File: src/rtl/core/lds_isqrt.sv
// ----------------------------------------------------------------------------
// lds_isqrt
// Floored integer square root, one result bit per cycle.
// ----------------------------------------------------------------------------
module lds_isqrt #(
    parameter int W = 34
) (
    input  logic             i_clk,
    input  logic             i_rst_n,
    input  logic             i_start,
    input  logic [W-1:0]     i_opnd,
    output logic             o_done,
    output logic [W/2-1:0]   o_root
);

    localparam int STEPS = W / 2;
    localparam int CNT_W = $clog2(STEPS + 1);

    logic [W-1:0]     r_v;
    logic [W-1:0]     r_r;
    logic [W-1:0]     r_b;
    logic [CNT_W-1:0] r_cnt;
    logic             r_busy;
    logic             r_done;
    logic [W:0]       trial;

    assign trial = {1'b0, r_r} + {1'b0, r_b};

    always_ff @(posedge i_clk) begin
        if (!i_rst_n) begin
            r_busy <= 1'b0;
            r_done <= 1'b0;
            r_cnt  <= '0;
        end else begin
            r_done <= 1'b0;
            if (i_start) begin
                r_v    <= i_opnd;
                r_r    <= '0;
                r_b    <= W'(1) << (W - 2);
                r_cnt  <= CNT_W'(STEPS);
                r_busy <= 1'b1;
            end else if (r_busy) begin
                if ({1'b0, r_v} >= trial) begin
                    r_v <= r_v - trial[W-1:0];
                    r_r <= (r_r >> 1) + r_b;
                end else begin
                    r_r <= r_r >> 1;
                end
                r_b   <= r_b >> 2;
                r_cnt <= r_cnt - CNT_W'(1);
                if (r_cnt == CNT_W'(1)) begin
                    r_busy <= 1'b0;
                    r_done <= 1'b1;
                end
            end
        end
    end

    assign o_done = r_done;
    assign o_root = r_r[STEPS-1:0];

endmodule
File: config.mk
export PLATFORM = sky130hd
export DESIGN_NAME = lds_isqrt
export DESIGN_NICKNAME = d
export VERILOG_FILES = /design/src/rtl/core/lds_isqrt.sv
export SDC_FILE = /design/constraint.sdc
export NUM_CORES = 1
export LEC_CHECK = 0
export ABC_AREA = 1
export BUFFER_PORTS_ARGS = -buffer_cell sky130_fd_sc_hd__clkbuf_2
export CAP_MARGIN = 20
export CORE_MARGIN = 10
export CORE_UTILIZATION = 35
export DETAILED_ROUTE_END_ITERATION = 16
export GPL_ROUTABILITY_DRIVEN = 0
export PLACE_DENSITY = 0.63
export SLEW_MARGIN = 0
export SYNTH_ARGS = -nofsm -noshare
export SYNTH_HDL_FRONTEND = slang
export SYNTH_SLANG_ARGS = --single-unit
File: constraint.sdc
create_clock -name i_clk -period 5.5 [get_ports i_clk]
set_input_delay 1.1 -clock i_clk [delete_from_list [all_inputs] [get_ports i_clk]]
set_output_delay 1.1 -clock i_clk [all_outputs]
set_load 0.02 [all_outputs]
==> results of run 1 <==
==> synthesized netlist by cell type (2+ instances only) <==
| master | count |
|---|---|
| o21ai_0 | 79 |
| xor2_1 | 30 |
| and3_1 | 3 |
| nand3_2 | 3 |
| inv_2 | 2 |
| dfxtp_1 | 7 |
| a22oi_1 | 2 |
| buf_4 | 18 |
| buf_1 | 4 |
| inv_1 | 195 |
| ha_1 | 72 |
| a21boi_0 | 3 |
| o211ai_1 | 2 |
| nor3_1 | 17 |
| a31oi_1 | 9 |
| nand2_2 | 3 |
| nand3b_1 | 9 |
| o21bai_1 | 16 |
| buf_2 | 6 |
| edfxtp_1 | 85 |
| nand4_1 | 19 |
| o21ai_1 | 3 |
| buf_6 | 3 |
| nor4_1 | 3 |
| nor2_1 | 137 |
| o31ai_1 | 2 |
| nand2_1 | 430 |
| xnor2_1 | 27 |
| a211oi_1 | 2 |
| clkbuf_1 | 13 |
| nand3_1 | 108 |
| o21ai_2 | 3 |
| a221oi_1 | 2 |
| or2_2 | 10 |
| a21oi_1 | 91 |
==> power breakdown <==
part / switching, W / internal, W / leakage (nW)
clock network: 0.000287 / 0.000352 / 0.139
logic: 0.00106 / 0.000539 / 3.82
registers: 0.000100 / 0.000887 / 0.876
total: 0.00144 / 0.00178 / 4.84
==> metrics by stage <==
stage,hold slack (ps),area (um^2),instances,power [W],util [%]
after CTS,477,10300,1803,0.00322,38.3
after detailed placement,469,9980,1787,0.00257,37.2
after global placement,465,9980,1787,0.00255,37.2
after floorplan,448,9480,1429,0.00217,-
final,482,10300,1803,0.00322,38.3
after global routing,499,10300,1803,0.00347,38.3
==> layout make-up <==
class / instances / area [um^2] / area share, %
clock buffers: 11 / 233 / 2.27
multi-input cells: 1095 / 5790 / 56.4
inverters: 197 / 739 / 7.21
flip-flops and latches: 92 / 2690 / 26.2
repair buffers: 62 / 330 / 3.22
well taps: 341 / 427 / 4.16
clock inverters: 5 / 51.3 / 0.500
==> routing by layer <==
| metal | global-route usage [%] | up-vias | part of all wire, % |
|---|---|---|---|
| met3 | 2.87 | 52 | 6.2 |
| met2 | 27.8 | 337 | 45 |
| met1 | 22.4 | 4237 | 46 |
| met4 | 5.34 | 0 | 2.6 |
| li1 | - | 4726 | - |
| met5 | 0 | - | 0 |
==> sequential cells by signal, summed over array words and instances (netlist names) <==
name / cells
r_v: 34
r_busy: 1
r_b: 17
r_r: 34
r_cnt: 5
o_done: 1
==> worst register-to-register path, delay by kind of cell, from the launching register on <==
| kind | cells | cell delay [ps] |
|---|---|---|
| AND/OR/NAND/NOR | 13 | 1510 |
| AO/OA/AOI/OAI | 4 | 1050 |
| adder cells (fa/ha/maj) | 2 | 810 |
| flip-flops | 1 | 520 |
| buffers and inverters | 1 | 400 |
| XOR/XNOR | 1 | 160 |
==> worst paths after layout <==
path | cells past startpoint | start | slack, ps | to
worst min register to register | 2 | r_cnt[4] | 480 | r_cnt[4]
worst min-delay path | 2 | r_cnt[4] | 480 | r_cnt[4]
worst max-delay path | 21 | r_r[10] | 810 | r_r[12]
worst max register to register | 21 | r_r[10] | 810 | r_r[12]
==> kinds of logic after synthesis <==
logic type                 after synthesis  share of synthesized area [%]
xor gates and xnor gates                57                           5.27
DFF                                     92                           28.4
buffers and inverters                  242                           10.6
adders and majority gates               73                           9.72
and+or+nand+nor                        749                           33.5
AOI/OAI and AO/OA                      216                           12.5
==> run metrics, run 1 <==
Chip Width=185 um; dpl ws=897 ps; most frequent cells in the layout=430 x nand2_1, 194 x inv_1, 137 x nor2_1, 108 x nand3_1, 90 x a21oi_1; # hold bufs at CTS=0; CTS H-Tree Depth=3; Clock Latency Late Sink=360 ps; vias=just over 9000; WP data required=5610 ps; Seq cells post-synth=92; die area=~34000 um^2; Crit. End Element=flop; Critical Path Fanout Max=35; status=finished, final reports clean; Synth top area share=around 27%; largest net degree at the start of global routing=55; final-stage net count=1567; DR vias/cell=5.19; async set-reset flop share out of synthesis=0%; Netlist Area Pre-Place=9480 um^2; starting density of the core=about 35%; GR Overflow Total=0; Worst setup SP type=flop; layout cells sized above 1=6.98%; Setup Crit Path Kind=flop to flop; 1st-pass router iterations=6; final setup margin=805 ps; largest area contributor in the netlist=edfxtp_1; Resize count post-CTS=0; antenna diode instance count=0; CTS root buf=clkbuf_16; Ys Warns=0; syn_area_per_cell=6.63 um^2; part of the Yosys area used for sequential elements=around 28%; drt wl/cell=16.0 um; RSZ-0062 raised after global routing=no; Area Growth Syn to Fin=8.28%; Post-Syn Nets=1539; highest clock rate=0.213 GHz; core area=approximately 27000 um^2; Largest delay share family, worst path=simple AND/OR/NAND/NOR gates; Total Neg Setup Slack=0 ps; Die Ht=approximately 180 um; setup violators final=0; post-route antenna net violation count=0; Worst Tran Pin Value=between 700 and 800 ps; total CTS buffers=9; Final Hold Vio Count=0; clk sinks=92; postcts setup bufs=0; synth top area cells=edfxtp_1 27%, nand2_1 17%, ha_1 9.5%, inv_1 7.7%, nand3_1 5.7%; critical-path cell list=ha_1 > nand2_1 > o21ai_0 > nand2_1 > o21ai_0 > a21oi_1 > o21ai_0 > xnor2_1 > ha_1 > nand2_1 > nor2_2 > nand2_1 > nor3b_1 > nand2_1 > nand2_2 > nand4_4 > nand2_4 > buf_4 > nor2_8 > nand2_1 > nand2_1; number of global-route vias before repair=8955; CP dominant cell by count=nand2_1; TritonCTS clock tree=yes; Longest Clk Path Bufs=2; Layout Skew=12.3 ps; Tmin final=4690 ps; predominant post-synthesis flop cell=edfxtp_1; Total Wirelength=28.9 mm; GRT Util Overall=17.1%; total I/O pin count=55; max-slew violations=0; DR iter-0 viols=between 900 and 1000; DRC Markers=0; slowest stage cell, crit path=edfxtp_1; Worst-path clk slew=70 ps; first-pass GRT wire length=around 47 mm; Filler cells=2847; Syn Inst Count=1429; detailed placer's ending HPWL=22.8 mm; Tcrit/Tclk final=85.4%; commonest non-fill, non-tap cell in the layout=nand2_1; post-synthesis cell type count=46; Cell Rows=60; PortBufs=54; PwrDens=314 nW/um^2; max-cap violation count=0; crit-path max cell delay=roughly 520 ps; initial antenna violation count=0; P_leak=4.84 nW; number of synthesized flops with an enable pin=85; CP arrival=4810 ps; maximum vdd ir drop=0.148 mV; Hold Crit Class=flop to flop; Buf/Inv on CP=1; Rel. slew slack=approximately half
(Power assumes the default switching activity.)
==> inputs of run 2 (changes only) <==
--- a/config.mk
+++ b/config.mk
@@ -11,7 +11,9 @@
 export CORE_MARGIN = 10
 export CORE_UTILIZATION = 35
+export CTS_CLUSTER_DIAMETER = 50
 export DETAILED_ROUTE_END_ITERATION = 16
 export GPL_ROUTABILITY_DRIVEN = 0
 export PLACE_DENSITY = 0.63
+export REMOVE_ABC_BUFFERS = 1
 export SLEW_MARGIN = 0
 export SYNTH_ARGS = -nofsm -noshare
==> constraint.sdc (replaced) <==
create_clock -name i_clk -period 5.5 [get_ports i_clk]
set_input_delay 0.825 -clock i_clk [delete_from_list [all_inputs] [get_ports i_clk]]
set_output_delay 0.825 -clock i_clk [all_outputs]
set_load 0.02 [all_outputs]
==> run 2 against run 1 <==
- core utilization increased by 0.13 points
- critical endpoint is now r_r[22]
- hold slack better by 5.1 ps
- non-clock buffer count grew 2
==> run metrics, run 2 (synthesized netlist as in run 1, its figures left out) <==
status=finished, final reports clean; Reg2Reg Launch Point=r_r[10]; R2R Setup Slk=870 ps (+60 ps); Cell Rows=60 (unchanged); max-slew violations=0 (unchanged); setup violators final=0 (unchanged); initial antenna violation count=0 (unchanged); post-route antenna net violation count=0 (unchanged); Tmin final=4630 ps (-61.3 ps); wl on met1=13.1 mm (-0.76%); first-pass GRT wire length=45.6 mm (-2.3%); DR top layer=met4; Final Non-Filler Cells=1805 (+0.11%); Layout Skew=13.1 ps (+0.765 ps); Filler cells=2874 (+0.95%); Total Wirelength=28.8 mm (-0.35%); number of global-route vias before repair=8868 (-0.97%); Final Hold Vio Count=0 (unchanged); Crit. End Element=flop; layout cells sized above 1=7.31% (+0.33 points); Rel. slew slack=48.9% (-2.0 points); hold path depth=2 (unchanged); Die Ht=185 um (unchanged); final setup margin=867 ps (+61.3 ps); Clock Latency Late Sink=370 ps (about the same); Area Growth Syn to Fin=8.64%; RSZ-0062 raised after global routing=no; Worst-path clk slew=80 ps (about the same); R2R depth=22 (+4.8%); largest net degree at the start of global routing=53 (-3.6%); PwrDens=314 nW/um^2 (-0.12%); GRT Util Overall=16.8% (-0.29 points); vias=9327 (-0.27%); detailed placer's ending HPWL=22.8 mm (+0.25%); Worst setup SP type=flop; Hold Crit Class=flop to flop; core area=26800 um^2 (unchanged); biggest regs=r_r x34, r_v x34, r_b x17; commonest non-fill, non-tap cell in the layout=nand2_1; Buf/Inv on CP=1 (unchanged); GR Overflow Total=0 (unchanged); max-cap violation count=0 (unchanged); antenna diode instance count=0 (unchanged); most frequent cells in the layout=430 x nand2_1, 194 x inv_1, 137 x nor2_1, 108 x nand3_1, 90 x a21oi_1; maximum vdd ir drop=0.134 mV (-9.8%); placed cells=1789 (+0.11%); DRC Markers=0 (unchanged); final-stage net count=1569 (+0.13%); met2 routed WL=13.3 mm (+1.2%); CP arrival=4750 ps (-60 ps); 1st-pass router iterations=6 (unchanged); Detail Route met3 WL=1.86 mm (+4.0%); P_leak=4.86 nW (+0.42%); WP depth=22 (+4.8%); RR Endpoint=r_r[22]; Longest Clk Path Bufs=2 (unchanged); highest clock rate=0.216 GHz (+1.3%); drt wl/cell=15.9 um (-0.46%); WP data required=5620 ps (about the same); DR vias/cell=5.17 (-0.38%); Chip Width=185 um (unchanged); postcts setup bufs=0 (unchanged); CP dominant cell by count=nand2_1; Worst Setup SP=r_r[10]; slowest stage cell, crit path=edfxtp_1; Hold Path Origin=r_cnt[4]; Total Neg Setup Slack=0 ps (unchanged); Worst Tran Pin Value=759 ps (+21.6 ps); DR iter-0 viols=857 (-8.9%); CTS root buf=clkbuf_16; CTS H-Tree Depth=3 (unchanged); crit-path max cell delay=530 ps (about the same); Finished Core Util=38.4% (+0.13 points); PortBufs=54 (unchanged); Largest delay share family, worst path=simple AND/OR/NAND/NOR gates; total I/O pin count=55 (unchanged); # hold bufs at CTS=0 (unchanged); Resize count post-CTS=0 (unchanged); die area=34100 um^2 (unchanged); clk sinks=92 (unchanged); Tcrit/Tclk final=84.2% (-1.1 points); TritonCTS clock tree=yes; critical-path cell list=ha_1 > nand2_1 > o21ai_0 > nand2_1 > o21ai_0 > a21oi_1 > nand2_1 > a22oi_1 > xor2_1 > ha_1 > nand2_1 > nor2_1 > nand2_1 > nor2_1 > nand4_1 > nand3b_1 > nand3_2 > nand2_4 > buf_4 > nor2_8 > nand2_1 > nand2_1; total CTS buffers=9 (unchanged); area post-placement=9990 um^2 (+0.18%); Critical Path Fanout Max=34 (-2.9%); post-route cell area=10300 um^2 (+0.33%); dpl ws=907 ps (+10.0 ps); Setup Crit Path Kind=flop to flop; starting density of the core=35.4% (unchanged); Hold EP=r_cnt[4]
## run 2: how the worst max path moves through the flow
stage | to
final | r_r[22]
after CTS | r_r[22]
after global placement | r_r[18]
after detailed placement | r_r[22]
after global routing | r_r[22]
after floorplan | r_v[0]
## run 2: layout make-up
cell class | instances | area [um^2] | share of cell area [%]
Tap cell | 341 | 427 | 4.14
Multi-Input combinational cell | 1095 | 5790 | 56.2
Clock buffer | 11 | 254 | 2.47
Timing Repair Buffer | 64 | 348 | 3.38
Sequential cell | 92 | 2690 | 26.2
Clock inverter | 5 | 46.3 | 0.450
Inverter | 197 | 739 | 7.18
## run 2: tightest hold or removal path, cell delays in order, from the launching register on
cell and delay [ps]:
dfxtp_1 320, nand2_1 60, a31oi_1 60
## run 2: where the power goes
| part | switching [W] | internal [W] | total, W |
|---|---|---|---|
| logic | 0.00105 | 0.000540 | 0.00159 |
| clock network | 0.000314 | 0.000345 | 0.000659 |
| registers | 0.0000951 | 0.000887 | 0.000982 |
## run 2: per-stage QoR
| step | power, W | hold slack [ps] |
|---|---|---|
| global placement | 0.00255 | 463 |
| CTS | 0.00323 | 486 |
| finish | 0.00323 | 487 |
| floorplan | 0.00211 | 447 |
| detailed placement | 0.00256 | 474 |
| global route | 0.00347 | 537 |
## run 2: per-layer routing
layer / up-vias / global-route usage [%]
li1: 4739 / -
met1: 4255 / 22.2
met2: 293 / 27.6
met3: 40 / 2.38
met4: 0 / 4.88
met5: - / 0
==> inputs of run 3 (changes only) <==
- PLACE_DENSITY: 0.63 -> 0.61
- clock period: 5.5 -> 4.6 ns (I/O delays scaled with it)
==> run 3 against run 2 <==
- final area is 0.86% higher
- clock power grew 18%
- maximum frequency is 8.5% higher
- final cell count is 0.50% higher
- clock-buffer cell count down 2
- core utilization rose by 0.33 points
- via count grew 2.4%
- highest routed layer unchanged
- largest power group unchanged
- largest cell class unchanged
- first-iteration DRC count is 36% higher
- critical endpoint is now r_r[14]
- routed wire length increased by 2.3%
- die area stayed put
==> run metrics, run 3 (synthesized netlist as in run 1, its figures left out) <==
R2R Setup Slk=330 ps (-540 ps); Critical Path Fanout Max=35 (+2.9%); DR iter-0 viols=1164 (+36%); Int Pwr=0.00211 W (+19%); commonest non-fill, non-tap cell in the layout=nand2_1; post-route cell area=10400 um^2 (+0.86%); total I/O pin count=55 (unchanged); PwrDens=375 nW/um^2 (+20%); Hold Crit Class=flop to flop; TritonCTS clock tree=yes; DR vias/cell=5.27 (+1.9%); CP arrival=4390 ps (-360 ps); vias=9554 (+2.4%); RSZ-0062 raised after global routing=no; Chip Width=185 um (unchanged); core area=26800 um^2 (unchanged); number of global-route vias before repair=9013 (+1.6%); Cell Rows=60 (unchanged); Tcrit/Tclk final=92.8% (+8.6 points); Worst setup SP type=flop; status=finished, final reports clean; detailed placer's ending HPWL=23.1 mm (+1.3%); WP data required=4720 ps (-900 ps); DRC Markers=0 (unchanged); CTS root buf=clkbuf_16; CTS H-Tree Depth=3 (unchanged); PortBufs=54 (unchanged); die area=34100 um^2 (unchanged); Final Hold Vio Count=0 (unchanged); starting density of the core=35.4% (unchanged); Clock power frac=20.0% (-0.4 points); highest clock rate=0.234 GHz (+8.5%); GR Overflow Total=0 (unchanged); Crit. End Element=flop; Worst-path clk slew=80 ps (about the same); Rel. slew slack=37.6% (-11 points); area post-placement=10100 um^2 (+0.68%); antenna diode instance count=0 (unchanged); max-cap violation count=0 (unchanged); clk sinks=92 (unchanged); maximum vdd ir drop=0.194 mV (+45%); share of power burned in registers=29.8% (-0.6 points); max-slew violations=0 (unchanged); switching part of the total power=45.8% (+0.65 points); most frequent cells in the layout=430 x nand2_1, 194 x inv_1, 136 x nor2_1, 108 x nand3_1, 89 x a21oi_1; NetSw=0.00178 W (+22%); Die Ht=185 um (unchanged); setup violators final=0 (unchanged); final-stage net count=1578 (+0.57%); drt wl/cell=16.2 um (+1.8%); Clock Latency Late Sink=370 ps (about the same); Layout Skew=14.6 ps (+1.52 ps); total CTS buffers=9 (unchanged); Longest Clk Path Bufs=2 (unchanged); Setup Crit Path Kind=flop to flop; GRT Util Overall=17.2% (+0.45 points); biggest regs=r_r x34, r_v x34, r_b x17; layout cells sized above 1=8.21% (+0.91 points); Final Non-Filler Cells=1814 (+0.50%); post-route antenna net violation count=0 (unchanged); P_leak=4.90 nW (+0.94%); Tmin final=4270 ps (-364 ps); 1st-pass router iterations=6 (unchanged); combinational share of power=50.2% (+1.0 points); Area Growth Syn to Fin=9.57%; initial antenna violation count=0 (unchanged); Worst Tran Pin Value=936 ps (+177 ps); first-pass GRT wire length=46.9 mm (+2.8%); Total Wirelength=29.4 mm (+2.3%); placed cells=1795 (+0.34%); Total Neg Setup Slack=0 ps (unchanged); largest net degree at the start of global routing=79 (+49%)
-- run 3: worst paths after layout --
check	from	end	cells after the start
setup reg to reg	r_r[12]	r_r[14]	19
setup / recovery	r_r[12]	r_r[14]	19
hold / removal	r_cnt[4]	r_cnt[4]	2
hold reg to reg	r_cnt[4]	r_cnt[4]	2
-- run 3: worst max-delay path, stage by stage, from the launching register on --
cell	delay [ps]
edfxtp_1	550
ha_2	470
nand4_1	180
o21ai_0	270
a21oi_1	100
o21ai_0	270
xnor2_1	160
ha_1	370
nand2_1	130
nor2_1	240
nand2_1	130
nor3b_1	220
nand2_1	100
nand2_2	120
nand4_4	100
nand2_4	100
buf_12	210
nor2_8	100
nand2_1	130
nand2_1	50
-- run 3: cell type report --
| cell class | count | area [um^2] |
|---|---|---|
| Sequential cell | 92 | 2690 |
| Inverter | 197 | 739 |
| Timing Repair Buffer | 73 | 438 |
| Clock buffer | 9 | 225 |
| Clock inverter | 7 | 62.6 |
| Tap cell | 341 | 427 |
| Fill cell | 2895 | 16400 |
| Multi-Input combinational cell | 1095 | 5800 |
-- run 3: repair_timing --
item | in CTS | in global routing
resized for setup | 0 | 7
hold buffers | 0 | 0
endpoints found under the setup margin | 0 | 57
endpoints found under the hold margin | 0 | 0
setup buffers | 0 | 3
-- run 3: routing by layer --
metal | track usage (%) | wire, um | vias up | part of all wire, %
li1 | - | - | 4756 | -
met1 | 23.5 | 13500 | 4407 | 46
met2 | 27.5 | 13200 | 343 | 45
met3 | 2.32 | 2030 | 48 | 6.9
met4 | 5.28 | 646 | 0 | 2.2
met5 | 0 | 0 | - | 0
-- run 3: stage by stage --
step | total power [W] | util (%) | setup WS [ps] | hold slack (ps)
final | 0.00389 | 38.7 | 330 | 487
after global routing | 0.00419 | 38.7 | 31.4 | 521
after CTS | 0.00387 | 38.6 | 271 | 493
after detailed placement | 0.00308 | 37.5 | 299 | 481
after global placement | 0.00307 | 37.5 | 420 | 464
after floorplan | 0.00252 | - | -600 | 447
-- run 3: power by group through the flow --
stage / combinational [W] / clock, W / sequential, W
floorplan: 0.00135 / 0 / 0.00117
global placement: 0.00189 / 0 / 0.00118
detailed placement: 0.00190 / 0 / 0.00118
CTS: 0.00191 / 0.000791 / 0.00116
global route: 0.00219 / 0.000825 / 0.00117
finish: 0.00195 / 0.000778 / 0.00116
